**src/hw/rtl/annulus_orbit_steering_controller_macros.svh**
```systemverilog
// Assertion macros for the annulus orbit steering controller.
// Included by the files that carry concurrent assertions; no other dependencies.
`ifndef ANNULUS_ORBIT_STEERING_CONTROLLER_MACROS_SVH
`define ANNULUS_ORBIT_STEERING_CONTROLLER_MACROS_SVH

// Check that cons holds in the same cycle as ante.
`define AOSC_ASSERT_NOW(label, clk, rst_n, ante, cons) \
    label: assert property (@(posedge clk) disable iff (!rst_n) (ante) |-> (cons)) \
        else $error("aosc: same-cycle check failed");

// Check that cons holds in the cycle after ante.
`define AOSC_ASSERT_NEXT(label, clk, rst_n, ante, cons) \
    label: assert property (@(posedge clk) disable iff (!rst_n) (ante) |=> (cons)) \
        else $error("aosc: next-cycle check failed");

`endif

```
**src/hw/rtl/aosc_pkg.sv**
```systemverilog
// Shared types and constants for the annulus orbit steering controller.
// No dependencies.
package aosc_pkg;

    localparam int MAX_TARGETS_DEF = 8;
    localparam int FRAC_BITS_DEF   = 16;
    localparam int ANGLE_FRAC      = 13;
    localparam int ALIGN_EPS       = 24;
    localparam int ENTRY_W         = 48;
    localparam int COORD_W         = 24;
    localparam int GAIN_W          = 23;
    localparam int MUL_W           = COORD_W + 1;
    localparam int PROD_W          = 2 * MUL_W;
    localparam int SQ_W            = PROD_W;

    localparam logic [1:0] MODE_MOVE  = 2'd0;
    localparam logic [1:0] MODE_ALIGN = 2'd1;
    localparam logic [1:0] MODE_TRAJ  = 2'd2;

    localparam logic OP_LOAD = 1'b0;
    localparam logic OP_ODOM = 1'b1;

    typedef enum logic [2:0] {
        CFG_TARGET_COUNT     = 3'd0,
        CFG_FORWARD_SPEED    = 3'd1,
        CFG_APPROACH_SPEED   = 3'd2,
        CFG_OUTER_RADIUS     = 3'd3,
        CFG_ARRIVE_TOLERANCE = 3'd4,
        CFG_START_HEADING    = 3'd5,
        CFG_CURVATURE_GAIN   = 3'd6
    } cfg_index_t;

    localparam logic [3:0]  RST_TARGET_COUNT     = 4'd2;
    localparam logic [22:0] RST_FORWARD_SPEED    = 23'd6554;
    localparam logic [22:0] RST_APPROACH_SPEED   = 23'd3277;
    localparam logic [22:0] RST_OUTER_RADIUS     = 23'd98304;
    localparam logic [15:0] RST_ARRIVE_TOLERANCE = 16'd66;
    localparam logic [15:0] RST_START_HEADING    = 16'hCDBC;
    localparam logic [22:0] RST_CURVATURE_GAIN   = 23'd32768;

    // Status of an iterative unit
    typedef struct packed {
        logic busy;
        logic done;
    } unit_stat_t;

endpackage

```
**src/hw/rtl/aosc_table.sv**
```systemverilog
// Target point memory: one write port, one registered read port.
// Depends on aosc_pkg.
module aosc_table
    import aosc_pkg::*;
#(
    parameter int DEPTH = MAX_TARGETS_DEF,
    parameter int AW    = 3
)
(
    input  logic               clk,
    input  logic               we,
    input  logic [AW-1:0]      waddr,
    input  logic [ENTRY_W-1:0] wdata,
    input  logic [AW-1:0]      raddr,
    output logic [ENTRY_W-1:0] rdata
);

    logic [ENTRY_W-1:0] mem [DEPTH];
    logic [ENTRY_W-1:0] rdata_reg;

    always_ff @(posedge clk)
    begin
        if (we)
        begin
            mem[waddr] <= wdata;
        end
        rdata_reg <= mem[raddr];
    end

    assign rdata = rdata_reg;

endmodule

```
**src/hw/rtl/aosc_sqrt.sv**
```systemverilog
// Iterative square root, two radicand bits per cycle, rounded to nearest.
// Depends on aosc_pkg.
module aosc_sqrt
    import aosc_pkg::*;
#(
    parameter int IN_W = SQ_W,
    parameter int RW   = IN_W / 2 + 1
)
(
    input  logic            clk,
    input  logic            rst_n,
    input  logic            start,
    input  logic [IN_W-1:0] din,
    output unit_stat_t      stat,
    output logic [RW-1:0]   root
);

    logic [IN_W-1:0] n_reg, n_next;
    logic [IN_W-1:0] res_reg, res_next;
    logic [IN_W-1:0] bit_reg, bit_next;
    logic            busy_reg, busy_next;
    logic            done_reg, done_next;
    logic [IN_W-1:0] trial;

    assign trial = res_reg + bit_reg;

    always_comb
    begin
        n_next    = n_reg;
        res_next  = res_reg;
        bit_next  = bit_reg;
        busy_next = busy_reg;
        done_next = 1'b0;
        if (start)
        begin
            n_next    = din;
            res_next  = '0;
            bit_next  = IN_W'(1) << (IN_W - 2);
            busy_next = 1'b1;
        end
        else if (busy_reg)
        begin
            if (n_reg >= trial)
            begin
                n_next   = n_reg - trial;
                res_next = (res_reg >> 1) + bit_reg;
            end
            else
            begin
                res_next = res_reg >> 1;
            end
            bit_next = bit_reg >> 2;
            if (bit_reg[0])
            begin
                busy_next = 1'b0;
                done_next = 1'b1;
            end
        end
    end

    always_ff @(posedge clk or negedge rst_n)
    begin
        if (!rst_n)
        begin
            busy_reg <= 1'b0;
            done_reg <= 1'b0;
        end
        else
        begin
            busy_reg <= busy_next;
            done_reg <= done_next;
        end
    end

    always_ff @(posedge clk)
    begin
        n_reg   <= n_next;
        res_reg <= res_next;
        bit_reg <= bit_next;
    end

    // Round up when the remainder exceeds the root
    assign root = res_reg[RW-1:0] + RW'(n_reg > res_reg);
    assign stat = '{busy: busy_reg, done: done_reg};

endmodule

```
**src/hw/rtl/aosc_div.sv**
```systemverilog
// Restoring divider, one quotient bit per cycle.
// Depends on aosc_pkg.
module aosc_div
    import aosc_pkg::*;
#(
    parameter int NW = GAIN_W + FRAC_BITS_DEF + 1,
    parameter int DW = SQ_W / 2 + 1
)
(
    input  logic          clk,
    input  logic          rst_n,
    input  logic          start,
    input  logic [NW-1:0] num,
    input  logic [DW-1:0] den,
    output unit_stat_t    stat,
    output logic [NW-1:0] quot
);

    localparam int CNT_W = $clog2(NW + 1);

    logic [NW-1:0]    quo_reg, quo_next;
    logic [DW-1:0]    rem_reg, rem_next;
    logic [DW-1:0]    den_reg, den_next;
    logic [CNT_W-1:0] cnt_reg, cnt_next;
    logic             busy_reg, busy_next;
    logic             done_reg, done_next;
    logic [DW:0]      shifted;
    logic             fits;

    assign shifted = {rem_reg, quo_reg[NW-1]};
    assign fits    = shifted >= {1'b0, den_reg};

    always_comb
    begin
        quo_next  = quo_reg;
        rem_next  = rem_reg;
        den_next  = den_reg;
        cnt_next  = cnt_reg;
        busy_next = busy_reg;
        done_next = 1'b0;
        if (start)
        begin
            quo_next  = num;
            rem_next  = '0;
            den_next  = den;
            cnt_next  = CNT_W'(NW);
            busy_next = 1'b1;
        end
        else if (busy_reg)
        begin
            rem_next = fits ? DW'(shifted - {1'b0, den_reg}) : shifted[DW-1:0];
            quo_next = {quo_reg[NW-2:0], fits};
            cnt_next = cnt_reg - CNT_W'(1);
            if (cnt_reg == CNT_W'(1))
            begin
                busy_next = 1'b0;
                done_next = 1'b1;
            end
        end
    end

    always_ff @(posedge clk or negedge rst_n)
    begin
        if (!rst_n)
        begin
            busy_reg <= 1'b0;
            done_reg <= 1'b0;
            cnt_reg  <= '0;
        end
        else
        begin
            busy_reg <= busy_next;
            done_reg <= done_next;
            cnt_reg  <= cnt_next;
        end
    end

    always_ff @(posedge clk)
    begin
        quo_reg <= quo_next;
        rem_reg <= rem_next;
        den_reg <= den_next;
    end

    assign quot = quo_reg;
    assign stat = '{busy: busy_reg, done: done_reg};

endmodule

```
**src/hw/rtl/annulus_orbit_steering_controller.sv**
```systemverilog
// Annulus orbit steering controller: top level with sequencer and shared multiplier.
// Depends on aosc_pkg, aosc_table, aosc_sqrt, aosc_div and the assertion macro header.
//
// Usage: the slave stream carries load items (tuser = 0) that write one target
// point into the table, and odometry items (tuser = 1) that each yield one command
// item on the master stream. The user writes configuration registers on the cfg
// channel while the block is idle, unenforced by the block; cfg_ready is always high.
// Flow: the sequencer works one item at a time, and s_tready is high only while it
// idles. A load item gives no result and leaves the sequencer idle. Move mode passes
// through the read, compare and output states, align mode through multiply, finish
// and output (finish is skipped when the heading is already inside the window).
// Trajectory mode does a memory read, difference, two squares on the shared 25x25
// multiplier and a compare per searched target, then the square root, division and
// output; root and division are skipped at zero gain, division at a zero root. The
// next item can be accepted in the cycle after the result is loaded. The square
// root and the divider steps set the time taken by trajectory items.
// Reset clears the mode to move, loads the register defaults and empties the
// output register; table entries hold nothing until loaded.
// When the receiver stalls, the finished item waits in the output register and
// the next item may be worked until its own result is ready, then it holds.
`include "annulus_orbit_steering_controller_macros.svh"

module annulus_orbit_steering_controller
    import aosc_pkg::*;
#(
    parameter int MAX_TARGETS = MAX_TARGETS_DEF,
    parameter int FRAC_BITS   = FRAC_BITS_DEF
)
(
    input  logic         clk,
    input  logic         rst_n,
    input  logic         s_tvalid,
    output logic         s_tready,
    // target_index[2:0], target_x[26:3], target_y[50:27], pos_x[74:51],
    // pos_y[98:75], heading[114:99], zero fill [119:115]
    input  logic [119:0] s_tdata,
    // operation[0]
    input  logic         s_tuser,
    output logic         m_tvalid,
    input  logic         m_tready,
    // linear_speed[22:0], angular_rate[46:23], zero fill [47]
    output logic [47:0]  m_tdata,
    // mode[1:0]
    output logic [1:0]   m_tuser,
    input  logic         cfg_valid,
    output logic         cfg_ready,
    input  logic [2:0]   cfg_index,
    input  logic [22:0]  cfg_data
);

    localparam int IDX_W   = (MAX_TARGETS > 1) ? $clog2(MAX_TARGETS) : 1;
    localparam int CW      = $clog2(MAX_TARGETS + 1);
    localparam int IDX_EXT = (IDX_W > 3) ? IDX_W : 3;
    localparam int RW      = SQ_W / 2 + 1;
    localparam int NUM_W   = GAIN_W + FRAC_BITS + 1;
    localparam int ALIGN_BIAS = ((1 << FRAC_BITS) + 5) / 10;
    localparam int ALIGN_GAIN = ((1 << FRAC_BITS) * 4) / 100;
    localparam logic signed [PROD_W-1:0] BIAS_S   = PROD_W'(ALIGN_BIAS);
    localparam logic signed [PROD_W-1:0] HALF_S   = PROD_W'(1) <<< (ANGLE_FRAC - 1);
    localparam logic signed [PROD_W-1:0] RMAX_S   = PROD_W'(8388607);
    localparam logic signed [PROD_W-1:0] RMIN_S   = -PROD_W'(8388608);
    localparam logic signed [16:0]       EPS_S    = 17'(ALIGN_EPS);
    localparam logic [23:0]              RATE_POS = 24'h7FFFFF;
    localparam logic [23:0]              RATE_NEG = 24'h800000;

    typedef enum logic [3:0] {
        ST_IDLE,
        ST_MOVE_RD,
        ST_MOVE_CMP,
        ST_ALIGN_MUL,
        ST_ALIGN_FIN,
        ST_SCAN_RD,
        ST_SCAN_DIF,
        ST_SQ_X,
        ST_SQ_Y,
        ST_SUM,
        ST_ROOT,
        ST_DIV,
        ST_OUT
    } state_t;

    // Input fields
    logic [2:0]  in_index;
    logic [23:0] in_tx, in_ty, in_px, in_py;
    logic [15:0] in_heading;

    assign in_index   = s_tdata[2:0];
    assign in_tx      = s_tdata[26:3];
    assign in_ty      = s_tdata[50:27];
    assign in_px      = s_tdata[74:51];
    assign in_py      = s_tdata[98:75];
    assign in_heading = s_tdata[114:99];

    // Control state
    state_t      state_reg, state_next;
    logic [1:0]  mode_reg, mode_next;
    logic        m_tvalid_reg, m_tvalid_next;
    logic [22:0] lin_out_reg, lin_out_next;
    logic [23:0] ang_out_reg, ang_out_next;
    logic [1:0]  mode_out_reg, mode_out_next;
    logic [3:0]  tcount_reg, tcount_next;
    logic [22:0] fwd_reg, fwd_next;
    logic [22:0] appr_reg, appr_next;
    logic [22:0] outer_reg, outer_next;
    logic [15:0] tol_reg, tol_next;
    logic [15:0] sh_reg, sh_next;
    logic [22:0] gain_reg, gain_next;

    // Working registers
    logic [IDX_W-1:0]         idx_reg, idx_next;
    logic [CW-1:0]            cnt_reg, cnt_next;
    logic [23:0]              px_reg, px_next;
    logic [23:0]              py_reg, py_next;
    logic [15:0]              hd_reg, hd_next;
    logic signed [MUL_W-1:0]  dx_reg, dx_next;
    logic signed [MUL_W-1:0]  dy_reg, dy_next;
    logic signed [PROD_W-1:0] prod_reg, prod_next;
    logic [SQ_W-1:0]          acc_reg, acc_next;
    logic [SQ_W-1:0]          best_reg, best_next;
    logic [22:0]              res_lin_reg, res_lin_next;
    logic [23:0]              res_ang_reg, res_ang_next;
    logic [1:0]               res_mode_reg, res_mode_next;

    // Shared multiplier operands
    logic signed [MUL_W-1:0] mul_a, mul_b;

    // Table port
    logic               tbl_we;
    logic [IDX_EXT-1:0] load_ext;
    logic [ENTRY_W-1:0] tbl_rdata;
    logic [23:0]        rd_x, rd_y;
    logic               load_ok;
    logic [CW-1:0]      cnt_sat;

    // Iterative units
    logic             sq_start, dv_start;
    unit_stat_t       sq_stat, dv_stat;
    logic [RW-1:0]    root;
    logic [NUM_W-1:0] dv_num, quot;
    logic [23:0]      q_clamp;

    // Datapath helpers
    logic signed [25:0]       move_d;
    logic [25:0]              move_abs;
    logic                     move_near;
    logic signed [16:0]       err;
    logic                     err_big;
    logic signed [PROD_W-1:0] rnd_pos, rnd_neg, term, ang_full;
    logic [23:0]              ang_sat;
    logic [SQ_W-1:0]          sq_sum, scan_best;
    logic                     scan_last;

    assign load_ext = IDX_EXT'(in_index);
    assign load_ok  = 32'(in_index) < MAX_TARGETS;
    assign cnt_sat  = (32'(tcount_reg) > MAX_TARGETS) ? CW'(MAX_TARGETS) : CW'(tcount_reg);
    assign rd_x     = tbl_rdata[23:0];
    assign rd_y     = tbl_rdata[47:24];

    aosc_table #(
        .DEPTH (MAX_TARGETS),
        .AW    (IDX_W)
    ) u_table (
        .clk   (clk),
        .we    (tbl_we),
        .waddr (load_ext[IDX_W-1:0]),
        .wdata ({in_ty, in_tx}),
        .raddr (idx_reg),
        .rdata (tbl_rdata)
    );

    aosc_sqrt #(
        .IN_W (SQ_W),
        .RW   (RW)
    ) u_sqrt (
        .clk   (clk),
        .rst_n (rst_n),
        .start (sq_start),
        .din   (scan_best),
        .stat  (sq_stat),
        .root  (root)
    );

    aosc_div #(
        .NW (NUM_W),
        .DW (RW)
    ) u_div (
        .clk   (clk),
        .rst_n (rst_n),
        .start (dv_start),
        .num   (dv_num),
        .den   (root),
        .stat  (dv_stat),
        .quot  (quot)
    );

    // Move: distance of x from the arrival line
    assign move_d    = $signed({{2{rd_x[23]}}, rd_x}) + $signed({3'b000, outer_reg})
                     - $signed({{2{px_reg[23]}}, px_reg});
    assign move_abs  = move_d[25] ? 26'(-move_d) : 26'(move_d);
    assign move_near = move_abs < {10'd0, tol_reg};

    // Align: heading error, rounded gain term and bias
    assign err      = $signed({sh_reg[15], sh_reg}) - $signed({hd_reg[15], hd_reg});
    assign err_big  = (err > EPS_S) || (err < -EPS_S);
    assign rnd_pos  = (prod_reg + HALF_S) >>> ANGLE_FRAC;
    assign rnd_neg  = (-prod_reg + HALF_S) >>> ANGLE_FRAC;
    assign term     = prod_reg[PROD_W-1] ? -rnd_neg : rnd_pos;
    assign ang_full = term + ((err > 17'sd0) ? BIAS_S : -BIAS_S);
    assign ang_sat  = (ang_full > RMAX_S) ? RATE_POS :
                      (ang_full < RMIN_S) ? RATE_NEG : ang_full[23:0];

    // Trajectory: running minimum of squared distance
    assign sq_sum    = acc_reg + SQ_W'(prod_reg);
    assign scan_best = ((idx_reg == '0) || (sq_sum < best_reg)) ? sq_sum : best_reg;
    assign scan_last = (CW'(idx_reg) + CW'(1)) == cnt_reg;
    assign dv_num    = NUM_W'({gain_reg, FRAC_BITS'(0)}) + NUM_W'(root[RW-1:1]);
    assign q_clamp   = (quot > NUM_W'(24'h800000)) ? RATE_NEG : quot[23:0];

    assign prod_next = mul_a * mul_b;

    always_comb
    begin
        state_next    = state_reg;
        mode_next     = mode_reg;
        m_tvalid_next = m_tvalid_reg;
        lin_out_next  = lin_out_reg;
        ang_out_next  = ang_out_reg;
        mode_out_next = mode_out_reg;
        tcount_next   = tcount_reg;
        fwd_next      = fwd_reg;
        appr_next     = appr_reg;
        outer_next    = outer_reg;
        tol_next      = tol_reg;
        sh_next       = sh_reg;
        gain_next     = gain_reg;
        idx_next      = idx_reg;
        cnt_next      = cnt_reg;
        px_next       = px_reg;
        py_next       = py_reg;
        hd_next       = hd_reg;
        dx_next       = dx_reg;
        dy_next       = dy_reg;
        acc_next      = acc_reg;
        best_next     = best_reg;
        res_lin_next  = res_lin_reg;
        res_ang_next  = res_ang_reg;
        res_mode_next = res_mode_reg;
        mul_a         = '0;
        mul_b         = '0;
        tbl_we        = 1'b0;
        sq_start      = 1'b0;
        dv_start      = 1'b0;

        // Drop the result once taken
        if (m_tvalid_reg && m_tready)
        begin
            m_tvalid_next = 1'b0;
        end

        if (cfg_valid)
        begin
            unique case (cfg_index_t'(cfg_index))
                CFG_TARGET_COUNT:     tcount_next = cfg_data[3:0];
                CFG_FORWARD_SPEED:    fwd_next    = cfg_data;
                CFG_APPROACH_SPEED:   appr_next   = cfg_data;
                CFG_OUTER_RADIUS:     outer_next  = cfg_data;
                CFG_ARRIVE_TOLERANCE: tol_next    = cfg_data[15:0];
                CFG_START_HEADING:    sh_next     = cfg_data[15:0];
                CFG_CURVATURE_GAIN:   gain_next   = cfg_data;
                default:              tcount_next = tcount_reg;
            endcase
        end

        unique case (state_reg)
            ST_IDLE:
            begin
                if (s_tvalid)
                begin
                    px_next  = in_px;
                    py_next  = in_py;
                    hd_next  = in_heading;
                    idx_next = '0;
                    cnt_next = cnt_sat;
                    if (s_tuser == OP_LOAD)
                    begin
                        tbl_we = load_ok;
                    end
                    else
                    begin
                        unique case (mode_reg)
                            MODE_MOVE:  state_next = ST_MOVE_RD;
                            MODE_ALIGN: state_next = ST_ALIGN_MUL;
                            default:
                            begin
                                res_lin_next  = fwd_reg;
                                res_ang_next  = '0;
                                res_mode_next = MODE_TRAJ;
                                state_next    = (cnt_sat == '0) ? ST_OUT : ST_SCAN_RD;
                            end
                        endcase
                    end
                end
            end
            ST_MOVE_RD:
            begin
                state_next = ST_MOVE_CMP;
            end
            ST_MOVE_CMP:
            begin
                res_lin_next  = appr_reg;
                res_ang_next  = '0;
                res_mode_next = move_near ? MODE_ALIGN : MODE_MOVE;
                state_next    = ST_OUT;
            end
            ST_ALIGN_MUL:
            begin
                mul_a        = MUL_W'(err);
                mul_b        = MUL_W'(ALIGN_GAIN);
                res_lin_next = '0;
                if (err_big)
                begin
                    state_next = ST_ALIGN_FIN;
                end
                else
                begin
                    res_ang_next  = '0;
                    res_mode_next = MODE_TRAJ;
                    state_next    = ST_OUT;
                end
            end
            ST_ALIGN_FIN:
            begin
                res_ang_next  = ang_sat;
                res_mode_next = MODE_ALIGN;
                state_next    = ST_OUT;
            end
            ST_SCAN_RD:
            begin
                state_next = ST_SCAN_DIF;
            end
            ST_SCAN_DIF:
            begin
                dx_next    = $signed({rd_x[23], rd_x}) - $signed({px_reg[23], px_reg});
                dy_next    = $signed({rd_y[23], rd_y}) - $signed({py_reg[23], py_reg});
                state_next = ST_SQ_X;
            end
            ST_SQ_X:
            begin
                mul_a      = dx_reg;
                mul_b      = dx_reg;
                state_next = ST_SQ_Y;
            end
            ST_SQ_Y:
            begin
                mul_a      = dy_reg;
                mul_b      = dy_reg;
                acc_next   = SQ_W'(prod_reg);
                state_next = ST_SUM;
            end
            ST_SUM:
            begin
                best_next = scan_best;
                idx_next  = idx_reg + IDX_W'(1);
                if (!scan_last)
                begin
                    state_next = ST_SCAN_RD;
                end
                else if (gain_reg == '0)
                begin
                    state_next = ST_OUT;
                end
                else
                begin
                    sq_start   = 1'b1;
                    state_next = ST_ROOT;
                end
            end
            ST_ROOT:
            begin
                if (sq_stat.done)
                begin
                    if (root == '0)
                    begin
                        res_ang_next = RATE_NEG;
                        state_next   = ST_OUT;
                    end
                    else
                    begin
                        dv_start   = 1'b1;
                        state_next = ST_DIV;
                    end
                end
            end
            ST_DIV:
            begin
                if (dv_stat.done)
                begin
                    res_ang_next = 24'(-q_clamp);
                    state_next   = ST_OUT;
                end
            end
            ST_OUT:
            begin
                // Hold until the output register is free
                if (!m_tvalid_reg || m_tready)
                begin
                    m_tvalid_next = 1'b1;
                    lin_out_next  = res_lin_reg;
                    ang_out_next  = res_ang_reg;
                    mode_out_next = res_mode_reg;
                    mode_next     = res_mode_reg;
                    state_next    = ST_IDLE;
                end
            end
            default:
            begin
                state_next = ST_IDLE;
            end
        endcase
    end

    always_ff @(posedge clk or negedge rst_n)
    begin
        if (!rst_n)
        begin
            state_reg    <= ST_IDLE;
            mode_reg     <= MODE_MOVE;
            m_tvalid_reg <= 1'b0;
            lin_out_reg  <= '0;
            ang_out_reg  <= '0;
            mode_out_reg <= MODE_MOVE;
            tcount_reg   <= RST_TARGET_COUNT;
            fwd_reg      <= RST_FORWARD_SPEED;
            appr_reg     <= RST_APPROACH_SPEED;
            outer_reg    <= RST_OUTER_RADIUS;
            tol_reg      <= RST_ARRIVE_TOLERANCE;
            sh_reg       <= RST_START_HEADING;
            gain_reg     <= RST_CURVATURE_GAIN;
        end
        else
        begin
            state_reg    <= state_next;
            mode_reg     <= mode_next;
            m_tvalid_reg <= m_tvalid_next;
            lin_out_reg  <= lin_out_next;
            ang_out_reg  <= ang_out_next;
            mode_out_reg <= mode_out_next;
            tcount_reg   <= tcount_next;
            fwd_reg      <= fwd_next;
            appr_reg     <= appr_next;
            outer_reg    <= outer_next;
            tol_reg      <= tol_next;
            sh_reg       <= sh_next;
            gain_reg     <= gain_next;
        end
    end

    always_ff @(posedge clk)
    begin
        idx_reg      <= idx_next;
        cnt_reg      <= cnt_next;
        px_reg       <= px_next;
        py_reg       <= py_next;
        hd_reg       <= hd_next;
        dx_reg       <= dx_next;
        dy_reg       <= dy_next;
        prod_reg     <= prod_next;
        acc_reg      <= acc_next;
        best_reg     <= best_next;
        res_lin_reg  <= res_lin_next;
        res_ang_reg  <= res_ang_next;
        res_mode_reg <= res_mode_next;
    end

    assign s_tready  = state_reg == ST_IDLE;
    assign cfg_ready = 1'b1;
    assign m_tvalid  = m_tvalid_reg;
    assign m_tdata   = {1'b0, ang_out_reg, lin_out_reg};
    assign m_tuser   = mode_out_reg;

    `AOSC_ASSERT_NEXT(a_load_stays_idle, clk, rst_n,
        s_tvalid && s_tready && (s_tuser == OP_LOAD), state_reg == ST_IDLE)
    `AOSC_ASSERT_NOW(a_root_unit_active, clk, rst_n,
        state_reg == ST_ROOT, sq_stat.busy || sq_stat.done)
    `AOSC_ASSERT_NOW(a_div_unit_active, clk, rst_n,
        state_reg == ST_DIV, dv_stat.busy || dv_stat.done)
    `AOSC_ASSERT_NEXT(a_out_loads, clk, rst_n,
        (state_reg == ST_OUT) && !m_tvalid_reg, m_tvalid_reg && (state_reg == ST_IDLE))

endmodule
```
**config.mk**
```make
export PLATFORM = sky130hd
export DESIGN_NAME = annulus_orbit_steering_controller
export DESIGN_NICKNAME = d
export VERILOG_FILES = /design/src/hw/rtl/aosc_pkg.sv /design/src/hw/rtl/aosc_table.sv /design/src/hw/rtl/aosc_sqrt.sv /design/src/hw/rtl/aosc_div.sv /design/src/hw/rtl/annulus_orbit_steering_controller.sv
export VERILOG_INCLUDE_DIRS = /design/src /design/src/hw/rtl
export SDC_FILE = /design/constraint.sdc
export NUM_CORES = 2
export LEC_CHECK = 0
export ABC_AREA = 1
export BUFFER_PORTS_ARGS = -buffer_cell sky130_fd_sc_hd__buf_4
export CAP_MARGIN = 25
export CORE_MARGIN = 3
export CORE_UTILIZATION = 45
export DETAILED_ROUTE_END_ITERATION = 8
export GPL_ROUTABILITY_DRIVEN = 0
export GPL_TIMING_DRIVEN = 0
export PLACE_DENSITY = 0.71
export SLEW_MARGIN = 20
export SYNTH_ARGS = -nofsm -noshare
export SYNTH_HDL_FRONTEND = slang
export SYNTH_SLANG_ARGS = --single-unit
```
**constraint.sdc**
```tcl
create_clock -name clk -period 26.6 [get_ports clk]
set_input_delay 5.32 -clock clk [delete_from_list [all_inputs] [get_ports clk]]
set_output_delay 5.32 -clock clk [all_outputs]
set_load 0.03 [all_outputs]
```
==> Yosys cells after proc, flatten, opt, wreduce, memory -nomap -nowiden <==
Memories as Yosys holds them, arrays and structs flattened. A register that Yosys moved wholly into a read port is not among the register bits.
Cells that the tools add are included.
{ "totals": {"ff_bits": 729, "latchBits": 0, "ram_bits": 384, "romBits": 0, "in_bits": 152, "out_inout_bits": 53, "memories": 1} }
{ "op_classes": {"addsub": 22, "mul": 1, "div": 0, "magnitude_cmp": 12, "n_eq_ne": 29, "shift": 0, "n_mux": 77, "n_bitwise": 0, "reduce_logical": 36} }
{ "memory_table": {"columns": ["memory", "depth", "word_bits", "rd", "rd_ports_with_merged_regs", "wr", "line_no", "source"], "rows": [
  ["u_table.mem", 8, 48, 1, 1, 1, "aosc_table.sv:18", "logic [ENTRY_W-1:0] mem [DEPTH];"]
]} }
{ "op_table": {"columns": ["op", "n"], "rows": [
  ["50-bit 2-to-1 mux", 7],
  ["24-bit 2-to-1 mux", 10],
  ["25-bit one-hot mux with 3 select lines", 2],
  ["24-bit one-hot mux with 6 select lines", 1],
  ["50-bit by 14-bit adder with 50-bit output, second input constant", 2],
  ["50-bit adder", 2],
  ["40-bit 2-to-1 mux", 2],
  ["23-bit 2-to-1 mux", 3],
  ["23-bit one-hot mux with 3 select lines", 1],
  ["26-bit 2-to-1 mux", 2],
  ["49-bit by 49-bit adder with 50-bit output", 1],
  ["50-bit by 49-bit adder with 50-bit output", 1],
  ["50-bit >= comparator", 1],
  ["50-bit by 24-bit greater-than comparator with 1-bit output, second input constant", 1],
  ["50-bit greater-than comparator", 1],
  ["50-bit by 24-bit less-than comparator with 1-bit output, second input constant", 1],
  ["50-bit less-than comparator", 1],
  ["25-bit by 25-bit multiplier with 50-bit output", 1],
  ["37-bit negation with 50-bit output", 1],
  ["50-bit negation", 1],
  ["24-bit by 24-bit subtractor with 25-bit output", 2],
  ["50-bit subtractor", 1],
  ["4-bit one-hot mux with 12 select lines", 1],
  ["39-bit by 25-bit adder with 40-bit output", 1],
  ["other kinds (54)", 130]
]} }

==> Depth between registers and ports, before layout <==
{ "depth": {"word_depth": 9, "depth_mapped": 43, "ltp_nobuf": 43} }

==> Cells and area by module <==
From an unflattened synthesis, not the netlist that was laid out.
{ "hier_totals": {"cells_unflattened": 12920, "area_unflattened_um2": 99900.8} }
{ "by_module_without_submodules": {"columns": ["mod", "n_inst", "cells_per_inst", "area_per_inst_um2", "seq_area_each_um2"], "rows": [
  ["annulus_orbit_steering_controller", 1, 7608, 59882.4, 13700.6],
  ["aosc_table", 1, 1725, 17670.7, 12492.0],
  ["aosc_sqrt", 1, 2727, 16131.7, 3052.9],
  ["aosc_div", 1, 860, 6216.0, 2702.6]
]} }

==> Worst setup path before layout <==
No wires, ideal clock.
{ "synth_path": {"kind": "reg-to-reg", "from": "register state_reg[0]", "to": "register prod_reg[44]", "setup_time_ns": 0.072, "arrival_ns": 10.250, "required_time_ns": 26.528, "setup_slack_ns": 16.278, "path_stages_with_launch": 31, "period_less_slack_ns": 10.322, "cell_sequence": "dfrtp_1 -> nor2_1 -> inv_1 -> nor2_1 -> inv_2 -> o22ai_1 -> inv_1 -> nand2_1 -> clkinv_1 -> nor2_1 -> inv_1 -> fa_1 -> inv_1 -> fa_1 -> inv_1 -> fa_1 -> inv_1 -> fa_1 -> fa_1 -> fa_1 -> inv_1 -> fa_1 -> inv_1 -> ha_1 -> nand2_1 -> nor2_1 -> inv_1 -> nor4_1 -> nand2_1 -> o211ai_1 -> xor2_1"} }
{ "synth_between": {"elab_chain_cells": 3, "word_cells_on_any_way": 6, "classes_between": "mul (1); eq/ne (3); mux (2)"} }
{ "synth_rtl": {"columns": ["element", "line_no", "source"], "rows": [
  ["start: declaration", "annulus_orbit_steering_controller.sv:95", "state_t state_reg, state_next;"],
  ["start signal: assignment", "annulus_orbit_steering_controller.sv:442", "state_reg <= state_next;"],
  ["4-bit equality test (tied with other cells)", "annulus_orbit_steering_controller.sv:274", "unique case (state_reg)"],
  ["25-bit one-hot mux with 3 select lines", "annulus_orbit_steering_controller.sv:274", null],
  ["25-bit by 25-bit multiplier with 50-bit output *", "annulus_orbit_steering_controller.sv:219", "assign prod_next = mul_a * mul_b;"],
  ["via prod_next[44]", "annulus_orbit_steering_controller.sv:117", "logic signed [PROD_W-1:0] prod_reg, prod_next;"],
  ["end signal: assignment", "annulus_orbit_steering_controller.sv:467", "prod_reg <= prod_next;"],
  ["end: declaration", "annulus_orbit_steering_controller.sv:117", null]
]} }
Mark *: on every way through the listed nets, which the timed path passes. The rest lies on a longest branch.
A chain may end at the register's enable or synchronous reset.

==> Worst setup path after layout <==
{ "layout_path": {"from": "register state_reg[2]", "to": "register prod_reg[45]"} }
The elaborated chain is that of the path after synthesis.

==> qor.yml <==
finalCritPeriodShare_pct: 43.1
track_usage_pct: 27.1
postSynthCellCount: 11800
synth.area.top_cells: "sky130_fd_sc_hd__edfxtp_1 (24%), sky130_fd_sc_hd__fa_1 (14%), sky130_fd_sc_hd__nand2_1 (9.0%), sky130_fd_sc_hd__inv_1 (8.2%), sky130_fd_sc_hd__ha_1 (7.7%)"
ys_seq_area_share_pct: 33.3
yosys.area.top_type: "sky130_fd_sc_hd__edfxtp_1"
cts.sinks: 1161
cts_tree: "done"
synth.top_cell.area_share_pct: 24.1
whs_path_depth: 1
vdd.ir_drop.worst_v: 0.0000800
yosys_most_used_dff: "sky130_fd_sc_hd__edfxtp_1"
timing.hold.ws_ns: 0.474
total_via_count_after_detailed_routing: 82700
area_growth_pct: 10.7
fin_worst_skew_ns: 0.0866
synth_enable_flop_cells: 770
clk_latency_ns: 0.83
starting_density_pct: 45.5
largest_register: "u_table.mem"
die_h_um: 468
tightestPinTransition_ns: 1.20
largest_reg_flops: 384
port-buffer-count: 197
p_sw_w: 0.00619
status: "completed"
fp.dieW_um: 468
cts.clk_slew.worst_paths_ns: 0.07
fill_cells: 19900
arrival_ns: 12.16
reg2reg_depth: 36
worst-path-max-fanout: 10
tritoncts.num_buffers: 121
worst_path_largest_cell_delay_ns: 1.00
report.final.slew_viol_count: 0
cp_common_cell: "sky130_fd_sc_hd__inv_1"
first_pass_grt_wire_length_um: 459000
pwr_density_cell_nw_per_um2: 115
post_cts.resized_instances: 0
post-place-ws_ns: 15.61
yosys.cell_count.top_type: "sky130_fd_sc_hd__nand2_1"
cp_slowest_cell: "sky130_fd_sc_hd__o22ai_1"
kind_of_capture_point_of_the_worst_setup_path: "flip-flop"
grt_overflow: 0
power_leakage_nw: 49.6
worstSetupStartpointType: "flip-flop"
rsz0062_at_grt: "no"
internal-power_w: 0.00601
worst_ep_required_time_ns: 27.30
num_rows: 168
finalCriticalPeriod_ns: 11.47
cts.hold.buffers_added: 0
yosysWarnings: 0
cts-root-buf: "sky130_fd_sc_hd__clkbuf_16"
final_antenna_net_count: 0
timing.setup.tns_ns: 0
power.combinational.fraction_pct: 62.4
vias_in_the_first_global_route: 79800
cts.repair_timing.setup_buffer_count: 0
antenna_found_initial: 22
maxSlewHeadroom_pct: 19.9
max_freq_mhz: 87.2
dp_cells: 14900
layoutNonFillerInstCount: 15100
holdCritPathClass: "reg -> reg"
detailedRoute.firstPassIterationCount: 9
syn_nets: 13200
drt_drc_violations_left: 0
vias_per_cell: 5.48
post_dp_hpwl_um: 243000
postSynth.asyncResetShare_pct: 16.5
sequentialPowerShare_pct: 22.8
part_of_the_power_in_the_clock_network_pct: 14.8
synth.cells.most_frequent: "sky130_fd_sc_hd__nand2_1 (2289), sky130_fd_sc_hd__inv_1 (2100), sky130_fd_sc_hd__nor2_1 (1409), sky130_fd_sc_hd__o21ai_0 (813), sky130_fd_sc_hd__edfxtp_1 (770)"
floorplan.core_area_um2: 211000
final_nets: 13600
synth.avg_cell_area_um2: 8.13
routed_wire_length_per_instance_um: 19.9
floorplan.die_area_um2: 219000
maximum_number_of_pins_on_one_net_before_global_route_repair: 78
layout_setup_ws_ns: 15.13
detail_route.wirelength_um: 300000
cts.htree.levels: 3
synth.cell_area_um2: 95800
yosysUniqueCellTypes: 71
final_layout_size_suffix_gt1_share_pct: 6.03
num_io_pins: 205
max_cap_violations: 0
detail_route.iter0.violations: 8784
hold_viol: 0
finalSetupViolations: 0
worst-setup-path-type: "reg -> reg"
cts_buffer_depth: 3
synth-seq-cells: 1161
sw_frac_of_total_pct: 50.7
==> cells in the final DEF, fill, tap and decap left out, types with 34 or more instances in the layout <==
| cell type | Yosys | layout |
|---|---|---|
| sky130_fd_sc_hd__a21oi_1 | 611 | 609 |
| sky130_fd_sc_hd__a31oi_1 | 137 | 137 |
| sky130_fd_sc_hd__buf_4 | 6 | 243 |
| sky130_fd_sc_hd__clkbuf_1 | 265 | 284 |
| sky130_fd_sc_hd__clkbuf_16 | 0 | 129 |
| sky130_fd_sc_hd__dfrtp_1 | 162 | 162 |
| sky130_fd_sc_hd__dfxtp_1 | 199 | 199 |
| sky130_fd_sc_hd__edfxtp_1 | 770 | 770 |
| sky130_fd_sc_hd__fa_1 | 689 | 689 |
| sky130_fd_sc_hd__ha_1 | 589 | 589 |
| sky130_fd_sc_hd__inv_1 | 2100 | 2100 |
| sky130_fd_sc_hd__mux2_2 | 48 | 48 |
| sky130_fd_sc_hd__nand2_1 | 2289 | 2286 |
| sky130_fd_sc_hd__nand3_1 | 366 | 366 |
| sky130_fd_sc_hd__nand4_1 | 142 | 142 |
| sky130_fd_sc_hd__nor2_1 | 1409 | 1402 |
| sky130_fd_sc_hd__nor3_1 | 114 | 106 |
| sky130_fd_sc_hd__nor4_1 | 76 | 76 |
| sky130_fd_sc_hd__o211ai_1 | 40 | 40 |
| sky130_fd_sc_hd__o21a_1 | 34 | 34 |
| sky130_fd_sc_hd__o21ai_0 | 813 | 813 |
| sky130_fd_sc_hd__o22ai_1 | 70 | 65 |
| sky130_fd_sc_hd__or2_2 | 43 | 43 |
| sky130_fd_sc_hd__xnor2_1 | 126 | 126 |
| sky130_fd_sc_hd__xor2_1 | 273 | 273 |
==> through the flow <==
stage	power (W)	util [%]	area, um2
6_report	0.0122	50.4	106000
5_1_grt	0.0131	50.4	106000
4_1_cts	0.0120	50.3	106000
3_5_place_dp	0.0102	48.3	102000
3_3_place_gp	0.0101	47.9	101000
2_1_floorplan	0.00792	-	95800
==> worst max-delay path, delay by kind of cell, from the launching register on <==
kind	cells	cell delay (ns)
adders and majority gates	8	4.04
AOI/OAI and AO/OA	8	2.73
buffers and inverters	13	2.40
and+or+nand+nor	6	1.63
DFF	1	0.37
xor gates and xnor gates	1	0.17
==> worst paths after layout <==
path | start | to | slack, ns
setup reg to reg | state_reg[2] | prod_reg[45] | 15.13
min in group asynchronous | rst_n | u_sqrt.busy_reg | 4.52
hold reg to reg | res_ang_reg[1] | ang_out_reg[1] | 0.47
max in group asynchronous | rst_n | appr_reg[11] | 20.95
setup / recovery | state_reg[2] | prod_reg[45] | 15.13
hold / removal | res_ang_reg[1] | ang_out_reg[1] | 0.47
==> cell type report <==
class                           instances  area [um2]  share of cell area, %
Inverter                             2128        7990                   7.53
Tap cell                             2805        3510                   3.31
Clock inverter                         69         803                  0.757
Multi-Input combinational cell       8185       54800                   51.6
Buffer                                310        1270                   1.20
Sequential cell                      1161       31900                   30.1
Clock buffer                          159        3450                   3.25
Antenna cell                           11        27.5                 0.0259
Timing Repair Buffer                  268        2300                   2.17
==> kinds of logic after synthesis <==
logic type | Yosys count | synth area share [%]
buf+inv | 2438 | 9.65
flops | 1161 | 33.3
fa+ha+maj | 1278 | 22.1
xor+xnor | 399 | 3.65
other cells | 2 | 0.00784
mux | 51 | 0.595
simple gates | 4562 | 19.8
compound gates | 1893 | 10.9
==> power groups by stage <==
stage | sequential [W] | combinational, W | clock [W]
2_1_floorplan | 0.00275 | 0.00517 | 0
3_3_place_gp | 0.00282 | 0.00726 | 0
3_5_place_dp | 0.00281 | 0.00739 | 0
4_1_cts | 0.00278 | 0.00745 | 0.00182
5_1_grt | 0.00282 | 0.00843 | 0.00189
6_report | 0.00279 | 0.00762 | 0.00180
==> metal layers <==
metal	up-vias	GRT usage, %	routed length, um
met5	-	0.351	168
met1	38900	34.8	118000
met2	4075	42.1	132000
met4	12	13.4	17500
met3	834	7.25	32500
li1	38900	-	-
Power figures use the tool's default switching activity.
